$ cat src/rtl/i2cmbe_pkg.sv
// ============================================================================
// i2cmbe_pkg - I2C master byte engine shared definitions
// Operation codes, sequencing constants and the result word layout.
// ============================================================================
package i2cmbe_pkg;

    localparam int OP_W = 3;

    localparam logic [OP_W-1:0] OP_TICK      = 3'd0;
    localparam logic [OP_W-1:0] OP_START     = 3'd1;
    localparam logic [OP_W-1:0] OP_STOP      = 3'd2;
    localparam logic [OP_W-1:0] OP_WRITE     = 3'd3;
    localparam logic [OP_W-1:0] OP_READ_ACK  = 3'd4;
    localparam logic [OP_W-1:0] OP_READ_NACK = 3'd5;

    // command_kind uses the operation codes; tick code doubles as idle
    localparam logic [OP_W-1:0] KIND_IDLE = OP_TICK;

    localparam logic [3:0] DATA_BITS         = 4'd8;
    localparam logic [7:0] HALF_PERIOD_RESET = 8'd40;

    // Result word, last field in the lowest bit
    typedef struct packed {
        logic       rejected;
        logic       ack_seen;
        logic [7:0] read_data;
        logic       done_res;
        logic       busy_res;
        logic       sda_out;
        logic       scl_out;
    } res_t;

endpackage

$ cat src/rtl/i2cmbe_core.sv
// ============================================================================
// i2cmbe_core - I2C master byte sequencer
// Holds the bus state and half-period timer; updates once per accepted word.
// ============================================================================
module i2cmbe_core #(
    parameter int TICK_COUNTER_WIDTH = 8
) (
    input  logic                       clk,
    input  logic                       rst_n,
    input  logic                       cfg_we,
    input  logic [7:0]                 cfg_wdata,
    input  logic                       accept,
    input  logic [i2cmbe_pkg::OP_W-1:0] operation,
    input  logic [7:0]                 write_data,
    input  logic                       sda_in,
    output i2cmbe_pkg::res_t           res
);
    import i2cmbe_pkg::*;

    localparam int TW = TICK_COUNTER_WIDTH;
    localparam int CW = ((TW > 8) ? TW : 8) + 1;
    localparam logic [CW-1:0] CAP = CW'((1 << TW) - 1);

    logic [7:0]      half_period_reg;
    logic [OP_W-1:0] kind_reg,  kind_next;
    logic [3:0]      bit_reg,   bit_next;
    logic            phase_reg, phase_next;
    logic [TW-1:0]   tick_reg,  tick_next;
    logic [7:0]      shift_reg, shift_next;
    logic            scl_reg,   scl_next;
    logic            sda_reg,   sda_next;
    logic            ack_reg,   ack_next;
    logic [7:0]      hold_reg,  hold_next;

    logic            done, rej, fin;
    logic [TW:0]     tick_inc;
    logic [CW-1:0]   hp_ext, lim;
    logic [3:0]      bc;
    logic            is_write, is_busy;

    always_comb
    begin
        hp_ext = CW'(half_period_reg);
        if (half_period_reg == 8'd0)
        begin
            lim = CW'(1);
        end
        else if (hp_ext > CAP)
        begin
            lim = CAP;
        end
        else
        begin
            lim = hp_ext;
        end
    end

    assign tick_inc = {1'b0, tick_reg} + (TW+1)'(1);
    assign is_write = (kind_reg == OP_WRITE);
    assign is_busy  = (kind_reg != KIND_IDLE);
    assign bc       = bit_reg + 4'd1;

    always_comb
    begin
        kind_next  = kind_reg;
        bit_next   = bit_reg;
        phase_next = phase_reg;
        tick_next  = tick_reg;
        shift_next = shift_reg;
        scl_next   = scl_reg;
        sda_next   = sda_reg;
        ack_next   = ack_reg;
        hold_next  = hold_reg;
        done       = 1'b0;
        rej        = 1'b0;
        fin        = 1'b0;

        case (operation)
            OP_TICK:
            begin
                if (is_busy)
                begin
                    tick_next = tick_inc[TW-1:0];
                    if (CW'(tick_inc) >= lim)
                    begin
                        tick_next = '0;
                        if (kind_reg == OP_START || kind_reg == OP_STOP)
                        begin
                            if (!phase_reg)
                            begin
                                sda_next   = (kind_reg == OP_START) ? 1'b0 : 1'b1;
                                phase_next = 1'b1;
                            end
                            else
                            begin
                                if (kind_reg == OP_START)
                                begin
                                    scl_next = 1'b0;
                                end
                                fin = 1'b1;
                            end
                        end
                        else if (!phase_reg)
                        begin
                            // end of SCL-high half: sample the line
                            if (is_write)
                            begin
                                if (bit_reg == DATA_BITS)
                                begin
                                    ack_next = sda_in;
                                end
                            end
                            else if (bit_reg < DATA_BITS)
                            begin
                                shift_next = {shift_reg[6:0], sda_in};
                            end
                            scl_next   = 1'b0;
                            phase_next = 1'b1;
                        end
                        else
                        begin
                            bit_next = bc;
                            if (bc > DATA_BITS)
                            begin
                                if (!is_write)
                                begin
                                    hold_next = shift_reg;
                                end
                                fin = 1'b1;
                            end
                            else
                            begin
                                if (is_write)
                                begin
                                    sda_next = (bc >= DATA_BITS) ? 1'b1
                                             : shift_reg[3'(4'd7 - bc)];
                                end
                                else if (bc == DATA_BITS)
                                begin
                                    sda_next = (kind_reg == OP_READ_ACK) ? 1'b0 : 1'b1;
                                end
                                else
                                begin
                                    sda_next = 1'b1;
                                end
                                scl_next   = 1'b1;
                                phase_next = 1'b0;
                            end
                        end
                        if (fin)
                        begin
                            kind_next  = KIND_IDLE;
                            bit_next   = 4'd0;
                            phase_next = 1'b0;
                            done       = 1'b1;
                        end
                    end
                end
            end
            OP_START, OP_STOP, OP_WRITE, OP_READ_ACK, OP_READ_NACK:
            begin
                if (is_busy)
                begin
                    rej = 1'b1;
                end
                else
                begin
                    kind_next  = operation;
                    bit_next   = 4'd0;
                    phase_next = 1'b0;
                    tick_next  = '0;
                    scl_next   = 1'b1;
                    case (operation)
                        OP_START: sda_next = 1'b1;
                        OP_STOP:  sda_next = 1'b0;
                        OP_WRITE:
                        begin
                            shift_next = write_data;
                            sda_next   = write_data[7];
                        end
                        default:
                        begin
                            shift_next = 8'd0;
                            sda_next   = 1'b1;
                        end
                    endcase
                end
            end
            default:
            begin
                // unknown codes are dropped without effect
            end
        endcase
    end

    always_ff @(posedge clk or negedge rst_n)
    begin
        if (!rst_n)
        begin
            half_period_reg <= HALF_PERIOD_RESET;
            kind_reg        <= KIND_IDLE;
            bit_reg         <= 4'd0;
            phase_reg       <= 1'b0;
            tick_reg        <= '0;
            shift_reg       <= 8'd0;
            scl_reg         <= 1'b1;
            sda_reg         <= 1'b1;
            ack_reg         <= 1'b1;
            hold_reg        <= 8'd0;
        end
        else
        begin
            if (cfg_we)
            begin
                half_period_reg <= cfg_wdata;
            end
            if (accept)
            begin
                kind_reg  <= kind_next;
                bit_reg   <= bit_next;
                phase_reg <= phase_next;
                tick_reg  <= tick_next;
                shift_reg <= shift_next;
                scl_reg   <= scl_next;
                sda_reg   <= sda_next;
                ack_reg   <= ack_next;
                hold_reg  <= hold_next;
            end
        end
    end

    always_comb
    begin
        res.scl_out   = scl_next;
        res.sda_out   = sda_next;
        res.busy_res  = (kind_next != KIND_IDLE);
        res.done_res  = done;
        res.read_data = hold_next;
        res.ack_seen  = ack_next;
        res.rejected  = rej;
    end

endmodule

$ cat src/rtl/i2cmbe_obuf.sv
// ============================================================================
// i2cmbe_obuf - result register with skid stage
// Two-entry output buffer so input is taken while a result is stalled.
// ============================================================================
module i2cmbe_obuf (
    input  logic             clk,
    input  logic             rst_n,
    input  logic             in_valid,
    output logic             in_ready,
    input  i2cmbe_pkg::res_t in_data,
    output logic             out_valid,
    input  logic             out_ready,
    output i2cmbe_pkg::res_t out_data
);
    import i2cmbe_pkg::*;

    logic out_valid_reg;
    logic sk_valid_reg;
    res_t out_reg;
    res_t sk_reg;
    logic in_acc;
    logic out_free;

    assign in_ready  = !sk_valid_reg;
    assign in_acc    = in_valid && in_ready;
    assign out_free  = !out_valid_reg || out_ready;
    assign out_valid = out_valid_reg;
    assign out_data  = out_reg;

    always_ff @(posedge clk or negedge rst_n)
    begin
        if (!rst_n)
        begin
            out_valid_reg <= 1'b0;
            sk_valid_reg  <= 1'b0;
        end
        else if (in_acc)
        begin
            if (out_free)
            begin
                out_valid_reg <= 1'b1;
            end
            else
            begin
                sk_valid_reg <= 1'b1;
            end
        end
        else if (out_valid_reg && out_ready)
        begin
            if (sk_valid_reg)
            begin
                sk_valid_reg <= 1'b0;
            end
            else
            begin
                out_valid_reg <= 1'b0;
            end
        end
    end

    always_ff @(posedge clk)
    begin
        if (in_acc)
        begin
            if (out_free)
            begin
                out_reg <= in_data;
            end
            else
            begin
                sk_reg <= in_data;
            end
        end
        else if (out_valid_reg && out_ready && sk_valid_reg)
        begin
            out_reg <= sk_reg;
        end
    end

endmodule

$ cat src/rtl/i2c_master_byte_engine.sv
// ============================================================================
// i2c_master_byte_engine - byte-level open-drain I2C master
// Sequences start, stop, write and read commands on SCL/SDA from tick words.
// ============================================================================
// Usage:
//   Slave stream: each word is a command (start, stop, write, read+ack,
//   read+nack) or a tick that carries the sampled SDA level. Ticks pace the
//   bus; an SCL half-period lasts half_period_ticks ticks (0 acts as 1).
//   Master stream: exactly one result word per input word, holding the SCL
//   and SDA drive levels, busy/done flags, last read byte, last ack sample
//   and a rejected flag for a command issued while busy.
//   Result: registered in the output register, or in the skid entry on a stall.
//   Throughput: one word per cycle while s_tready is high; each update is
//   one pass of counter step and phase logic between the state registers.
//   Stall: a result register plus one skid entry decouple the sides, so one
//   more word is taken while a result waits; s_tready drops once both hold.
//   Reset: bus released (SCL and SDA high), engine idle, ack_seen 1,
//   half_period_ticks 40, output buffer empty.
//   Config writes (cfg_we) are meant for idle periods only.
// ============================================================================
module i2c_master_byte_engine #(
    parameter int TICK_COUNTER_WIDTH = 8
) (
    input  logic        clk,
    input  logic        rst_n,
    // configuration: half_period_ticks
    input  logic        cfg_we,
    input  logic [7:0]  cfg_wdata,
    // slave side
    input  logic        s_tvalid,
    output logic        s_tready,
    input  logic [15:0] s_tdata,   // [7:0] write_data, [8] sda_in, rest zero
    input  logic [2:0]  s_tuser,   // [2:0] operation
    // master side
    output logic        m_tvalid,
    input  logic        m_tready,
    output logic [15:0] m_tdata    // [0] scl_out, [1] sda_out, [2] busy_res,
                                   // [3] done_res, [11:4] read_data,
                                   // [12] ack_seen, [13] rejected, rest zero
);
    import i2cmbe_pkg::*;

    logic accept;
    res_t core_res;
    res_t out_res;

    assign accept = s_tvalid && s_tready;

    i2cmbe_core #(
        .TICK_COUNTER_WIDTH (TICK_COUNTER_WIDTH)
    ) u_core (
        .clk        (clk),
        .rst_n      (rst_n),
        .cfg_we     (cfg_we),
        .cfg_wdata  (cfg_wdata),
        .accept     (accept),
        .operation  (s_tuser),
        .write_data (s_tdata[7:0]),
        .sda_in     (s_tdata[8]),
        .res        (core_res)
    );

    // result register and skid entry
    i2cmbe_obuf u_obuf (
        .clk       (clk),
        .rst_n     (rst_n),
        .in_valid  (s_tvalid),
        .in_ready  (s_tready),
        .in_data   (core_res),
        .out_valid (m_tvalid),
        .out_ready (m_tready),
        .out_data  (out_res)
    );

    assign m_tdata = {2'b00, out_res};

endmodule
$ cat config.mk
export PLATFORM = sky130hd
export DESIGN_NAME = i2c_master_byte_engine
export DESIGN_NICKNAME = d
export VERILOG_FILES = /design/src/rtl/i2cmbe_pkg.sv /design/src/rtl/i2cmbe_core.sv /design/src/rtl/i2cmbe_obuf.sv /design/src/rtl/i2c_master_byte_engine.sv
export SDC_FILE = /design/constraint.sdc
export NUM_CORES = 1
export LEC_CHECK = 0
export BUFFER_PORTS_ARGS = -buffer_cell sky130_fd_sc_hd__buf_4
export CAP_MARGIN = 20
export CORE_MARGIN = 4
export CORE_UTILIZATION = 50
export CTS_CLUSTER_DIAMETER = 60
export DETAILED_ROUTE_END_ITERATION = 10
export GPL_TIMING_DRIVEN = 0
export MAX_ROUTING_LAYER = met4
export PLACE_DENSITY = 0.7
export SLEW_MARGIN = 20
export SYNTH_ARGS = -nofsm -noshare
export SYNTH_HDL_FRONTEND = slang
export SYNTH_SLANG_ARGS = --single-unit
$ cat constraint.sdc
create_clock -name clk -period 3.8 [get_ports clk]
set_clock_uncertainty 0.2 [all_clocks]
set_input_delay 0.95 -clock clk [delete_from_list [all_inputs] [get_ports clk]]
set_output_delay 0.95 -clock clk [all_outputs]
set_load 0.02 [all_outputs]
## After elaboration in Yosys (flattened, before gate mapping)

Index checks and enable logic that the tools add are counted.

| operators by class | value |
|---|---|
| reductions and logical operators | 24 |
| equal/unequal tests | 24 |
| shifts and indexed selects | 0 |
| $lt $le $gt $ge | 5 |
| $add $sub $neg | 3 |
| divide/modulo/power cells | 0 |
| multipliers | 0 |
| muxes and demuxes | 95 |
| bitwise gates (word level) | 1 |

Operator list:

| kind | count |
|---|---|
| 2-to-1 mux 8 bit | 18 |
| 2-to-1 mux 1 bit | 54 |
| case mux 8 bit (2 select lines) | 3 |
| 2-to-1 mux 14 bit | 3 |
| 2-to-1 mux 4 bit | 6 |
| != test 2 bit, second input constant | 7 |
| == test 3 x 2 -> 1 bit, second input constant | 4 |
| 2-to-1 mux 3 bit | 4 |
| AND reduction 10 bit | 1 |
| adder 8 x 1 -> 9 bit, second input constant | 1 |
| == test 3 bit, second input constant | 3 |
| greater-or-equal comparator 9 x 8 -> 1 bit | 1 |
| == test 4 bit, second input constant | 2 |
| zero test 8 bit | 1 |
| != test 2 x 1 -> 1 bit, second input constant | 4 |
| case mux 1 bit (2 select lines) | 4 |
| case mux 4 bit (2 select lines) | 1 |
| AND reduction 7 bit | 1 |
| == test 3 x 1 -> 1 bit, second input constant | 2 |
| case mux 3 bit (2 select lines) | 1 |
| AND reduction 2 bit | 3 |
| nonzero test 2 bit | 3 |
| nonzero test 3 bit | 2 |
| AND reduction 5 bit | 1 |
| other kinds (18) | 22 |

| word-level totals | value |
|---|---|
| register bits after elaboration | 73 |
| RAM bits | 0 |
| latch bits | 0 |
| memories kept | 0 |
| bits in read-only memories | 0 |
| word-level logic and storage cells | 178 |

## Longest topological paths before layout

| logic depth | value |
|---|---|
| depth after elaboration | 15 |
| mapped depth | 12 |
| gate-level depth less buffers | 11 |

## Hierarchy

Synthesis repeated with hierarchy kept, for this count alone.

| second synthesis, totals | value |
|---|---|
| cells, all modules | 371 |
| area total of the unflattened synthesis | 4093.9 um^2 |

By module, submodules not included:

| module | instances | cells each | area an instance (um^2) | sequential area each (um^2) |
|---|---|---|---|---|
| i2cmbe_core | 1 | 310 | 2890.3 | 1082.3 |
| i2cmbe_obuf | 1 | 57 | 1178.6 | 890.9 |
| i2c_master_byte_engine | 1 | 4 | 25.0 | 0.0 |

## Worst setup path after synthesis

Ideal clock, no wire load.

| timing | value |
|---|---|
| path type | register -> register |
| start point | register u_core.tick_reg[0] |
| end point | register u_obuf.out_reg (netlist bit u_obuf.out_data[10]) (data pin) |
| required time | 3.340 ns |
| path buffers | 1 |
| setup time | 0.260 ns |
| data arrival time | 2.927 ns |
| stages on the path, launching flop included | 13 |
| path slack | 0.413 ns |
| path through | dfrtp_1 -> ha_1 -> and3_1 -> xor2_1 -> ha_1 -> a21oi_1 -> nor2b_1 -> a311o_2 -> a41oi_4 -> or4_4 -> buf_6 -> mux2_4 -> mux2_4 |

RTL lines:

| item | line | source |
|---|---|---|
| start, declared | i2cmbe_core.sv:28 | `logic [TW-1:0] tick_reg, tick_next;` |
| start signal, assigned | i2cmbe_core.sv:222 | `tick_reg <= tick_next;` |
| end signal, assigned | i2cmbe_obuf.sv:67 | `out_reg <= in_data;` |
| end signal, assigned | i2cmbe_obuf.sv:76 | `out_reg <= sk_reg;` |
| end, declared | i2cmbe_obuf.sv:19 | `res_t out_reg;` |

==> key figures <==
Timing
  • RSZ-0062 raised after global routing: no
  • Setup tns final: 0 ns
  • Post-layout minimum cycle time: 3.62 ns
  • Setup violations, final: 0
  • Max Freq: 0.276 GHz
  • Period utilisation layout: 0.953
  • Slew Viols, Final: 0
  • Worst-margin pin slew: 0.983 ns
  • Hold Violations, Final: 0
  • Rel. slew slack: 0.340

Floorplan
  • # rows: 32
  • Die Y: 96.7 um
  • IO Pins: 50
  • Core Area: 0.00769 mm^2
  • Area of the die: 0.00935 mm^2
  • Chip Width: 96.7 um
  • Starting Density: 0.512

Finish
  • Area grow syn2layout: 15.4%
  • Multi-input logic area: 0.00181 mm^2
  • Antenna Cells: 0
  • Filler Cells Inserted: 671
  • Register area: 0.00197 mm^2
  • Fin nets: 439
  • Share of cells above drive strength 1: 0.272

Drt
  • Total Wirelength: 7850 um
  • WL/cell: 15.6 um
  • Pre-antenna DRT Iters: 4
  • Final ANT Viol Nets: 0
  • Via count: 2793
  • DR vias/cell: 5.55
  • Detailed Route Iter0 Violations: 241
  • DRC: 0

Clock network
  • Clock tree root driver cell: clkbuf_8
  • Sink Count: 73
  • Clock slew at reported path FFs: 0.08 ns
  • Longest Clk Path Bufs: 2
  • Inserted Clock Buffers: 9
  • CTS tree: built
  • CTS HTree Levels: 3
  • # hold bufs at CTS: 0
  • Clk_lat worst skew: 0.35 ns

Synthesis
  • Synth Area in XOR/XNOR: 0.0200
  • Prevailing post-synth register cell: dfrtp_1
  • Yosys cell types: 53
  • YS warnings: 0
  • Syn_area_per_cell: 11.4 um^2
  • Post-synthesis sequential area ratio: 0.501
  • Mux share of post-synthesis cell area: 0.146
  • Cells after synthesis: 344
  • Largest family of logic cells by synthesized area: multiplexers
  • Post-synthesis compound-gate area fraction: 0.140
  • Synth Area in Adders: 0.0350
  • Synth Area in Simple Gates: 0.117
  • Synth async-reset ratio: 0.616
  • EDFF count, synth: 28
  • #FFs+latches synth: 73
  • Post-Syn Area: 0.00394 mm^2

Critical path
  • Critical Path AT: 3.53 ns
  • Critical path required time: 3.71 ns
  • Crit-path leading delay family: simple AND/OR/NAND/NOR gates
  • Biggest cell delay along the critical path: 0.43 ns
  • WS Path Type: reg2reg
  • Crit-path max FO: 8
  • Crit path launch type: register
  • Sequence of cells on the critical path: and3_1 > and3_1 > nand3_1 > xnor2_1 > ha_1 > nor2b_1 > a311o_2 > a41oi_4 > or4_4 > buf_6 > mux2_4 > mux2_4
  • WP buf/inv: 1
  • Critical Path End Type: register
  • Slowest stage cell on the critical path: dfrtp_1

Placed design
  • Input/output buffers: 39
  • DP HPWL: 5770 um
  • GP Congestion: 0.909

Run
  • Maxcap violations: 0

GRT
  • Antenna violations before repair: 0
  • Vias in the first global route: 2588
  • First-pass GRT wire length: 13200 um
  • Pin count of the biggest net entering global routing: 46
  • Gr usage total: 0.179
  • GR Overflow Total: 0

Hold path
  • HP Class: reg2reg

Outcome
  • Status: completed

Pwr
  • Overall Power: 0.00259 W
  • P per Cell Area: 571 mW/mm^2
  • Leak pwr: 1.98 nW
  • Peak supply drop: 0.256 mV
[synthesized netlist by cell type (2+ instances only)]
cell        n  share of area
ha_1       11          0.035
nand2_1    28          0.027
nand3b_1    2         0.0038
or3_1       2         0.0032
and3_1      7          0.011
o21ai_0    21          0.027
nand2b_1    6         0.0095
o22ai_1     2         0.0032
mux2_2     20          0.057
nand3_1    11          0.014
mux2_4     16          0.061
a211oi_1    2         0.0038
buf_4       2         0.0038
mux2i_1     4          0.010
a32o_1      7          0.018
o2bb2ai_1   4         0.0089
mux4_2      2          0.011
a22o_1      8          0.018
clkbuf_1   17          0.016
a31oi_1     2         0.0032
nand4_1     3         0.0048
nor3_1     11          0.014
inv_1      16          0.015
dfrtp_1    40           0.25
xnor2_1     4         0.0089
xor2_1      5          0.011
a21oi_1    14          0.018
nor2b_1     3         0.0048
nor2_1     15          0.014
mux2_1      2         0.0057
nor4_1      4         0.0064
edfxtp_1   28           0.21
dfstp_2     5          0.033
[report_power, final]
part | switching [W] | internal [W] | leakage [nW]
Clock | 0.000296 | 0.000238 | 0.0827
Combinational | 0.000533 | 0.000376 | 1.06
Sequential | 0.000120 | 0.00103 | 0.840
[cells by family (layout without fill, tap and decap cells)]
logic type,after synthesis,count (layout)
AO/OA/AOI/OAI,74,74
XOR/XNOR,9,9
adder cells (fa/ha/maj),11,11
buffers and inverters,38,94
flip-flops,73,73
multiplexers,44,44
other,1,2
AND/OR/NAND/NOR,94,94
[final timing paths]
| check | depth (start not counted) | slack (ns) | endpoint | start |
|---|---|---|---|---|
| min in group asynchronous | 1 | 0.38 | u_core.half_period_reg[1] | rst_n |
| setup / recovery | 12 | 0.18 | u_obuf.out_data[4] | u_core.tick_reg[2] |
| max in group asynchronous | 1 | 2.60 | u_core.tick_reg[0] | rst_n |
| hold reg to reg | 1 | 0.31 | u_core.hold_reg[2] | u_core.hold_reg[2] |
| setup reg to reg | 12 | 0.18 | u_obuf.out_data[4] | u_core.tick_reg[2] |
| hold / removal | 1 | 0.31 | u_core.hold_reg[2] | u_core.hold_reg[2] |
[metal layers]
metal / vias up / global-route usage / part of all wire / wire length (um)
li1: 1379 / - / - / -
met1: 1323 / 0.259 / 0.49 / 3870
met2: 82 / 0.247 / 0.44 / 3430
met3: 9 / 0.0461 / 0.059 / 465
met4: 0 / 0.0551 / 0.012 / 93
met5: - / - / 0 / 0
[what timing repair did]
| item | 4_1_cts | 5_1_grt |
|---|---|---|
| endpoints found under the setup margin | 0 | 8 |
| resized for setup | 0 | 1 |
| buffers inserted | 0 | 1 |
[cell usage in the layout (no fill, tap or decap), drive strengths merged, types with 4 or more instances in the layout]
cell,netlist,layout
a22o,8,8
nand3,11,11
xnor2,4,4
clkbuf,17,27
nor4,4,4
mux2i,4,4
nor3,11,11
nor2,15,15
a32o,7,7
buf,5,45
dfrtp,40,40
dfstp,5,5
a21oi,14,14
edfxtp,28,28
and3,7,7
nand2,28,28
o2bb2ai,4,4
inv,16,17
ha,11,11
mux2,38,38
xor2,5,5
o21ai,21,21
nand2b,6,6
[layout make-up]
class / count / area share
Multi-Input combinational cell: 234 / 0.398
Tap cell: 102 / 0.0281
Sequential cell: 73 / 0.435
Timing Repair Buffer: 40 / 0.0661
Buffer: 22 / 0.0218
Inverter: 16 / 0.0132
Clock inverter: 6 / 0.00937
Clock buffer: 10 / 0.0281
[through the flow]
stage	hold WS, ns	utilization	area [um^2]	cells	worst slack, ns
4_1_cts	0.311	0.589	4530	502	0.139
6_report	0.310	0.591	4540	503	0.180
2_1_floorplan	0.280	-	3940	345	0.413
3_3_place_gp	0.287	0.567	4360	486	0.185
5_1_grt	0.319	0.591	4540	503	0.0115
3_5_place_dp	0.294	0.567	4360	486	0.141
No activity file was read; power rests on OpenSTA's default activity.
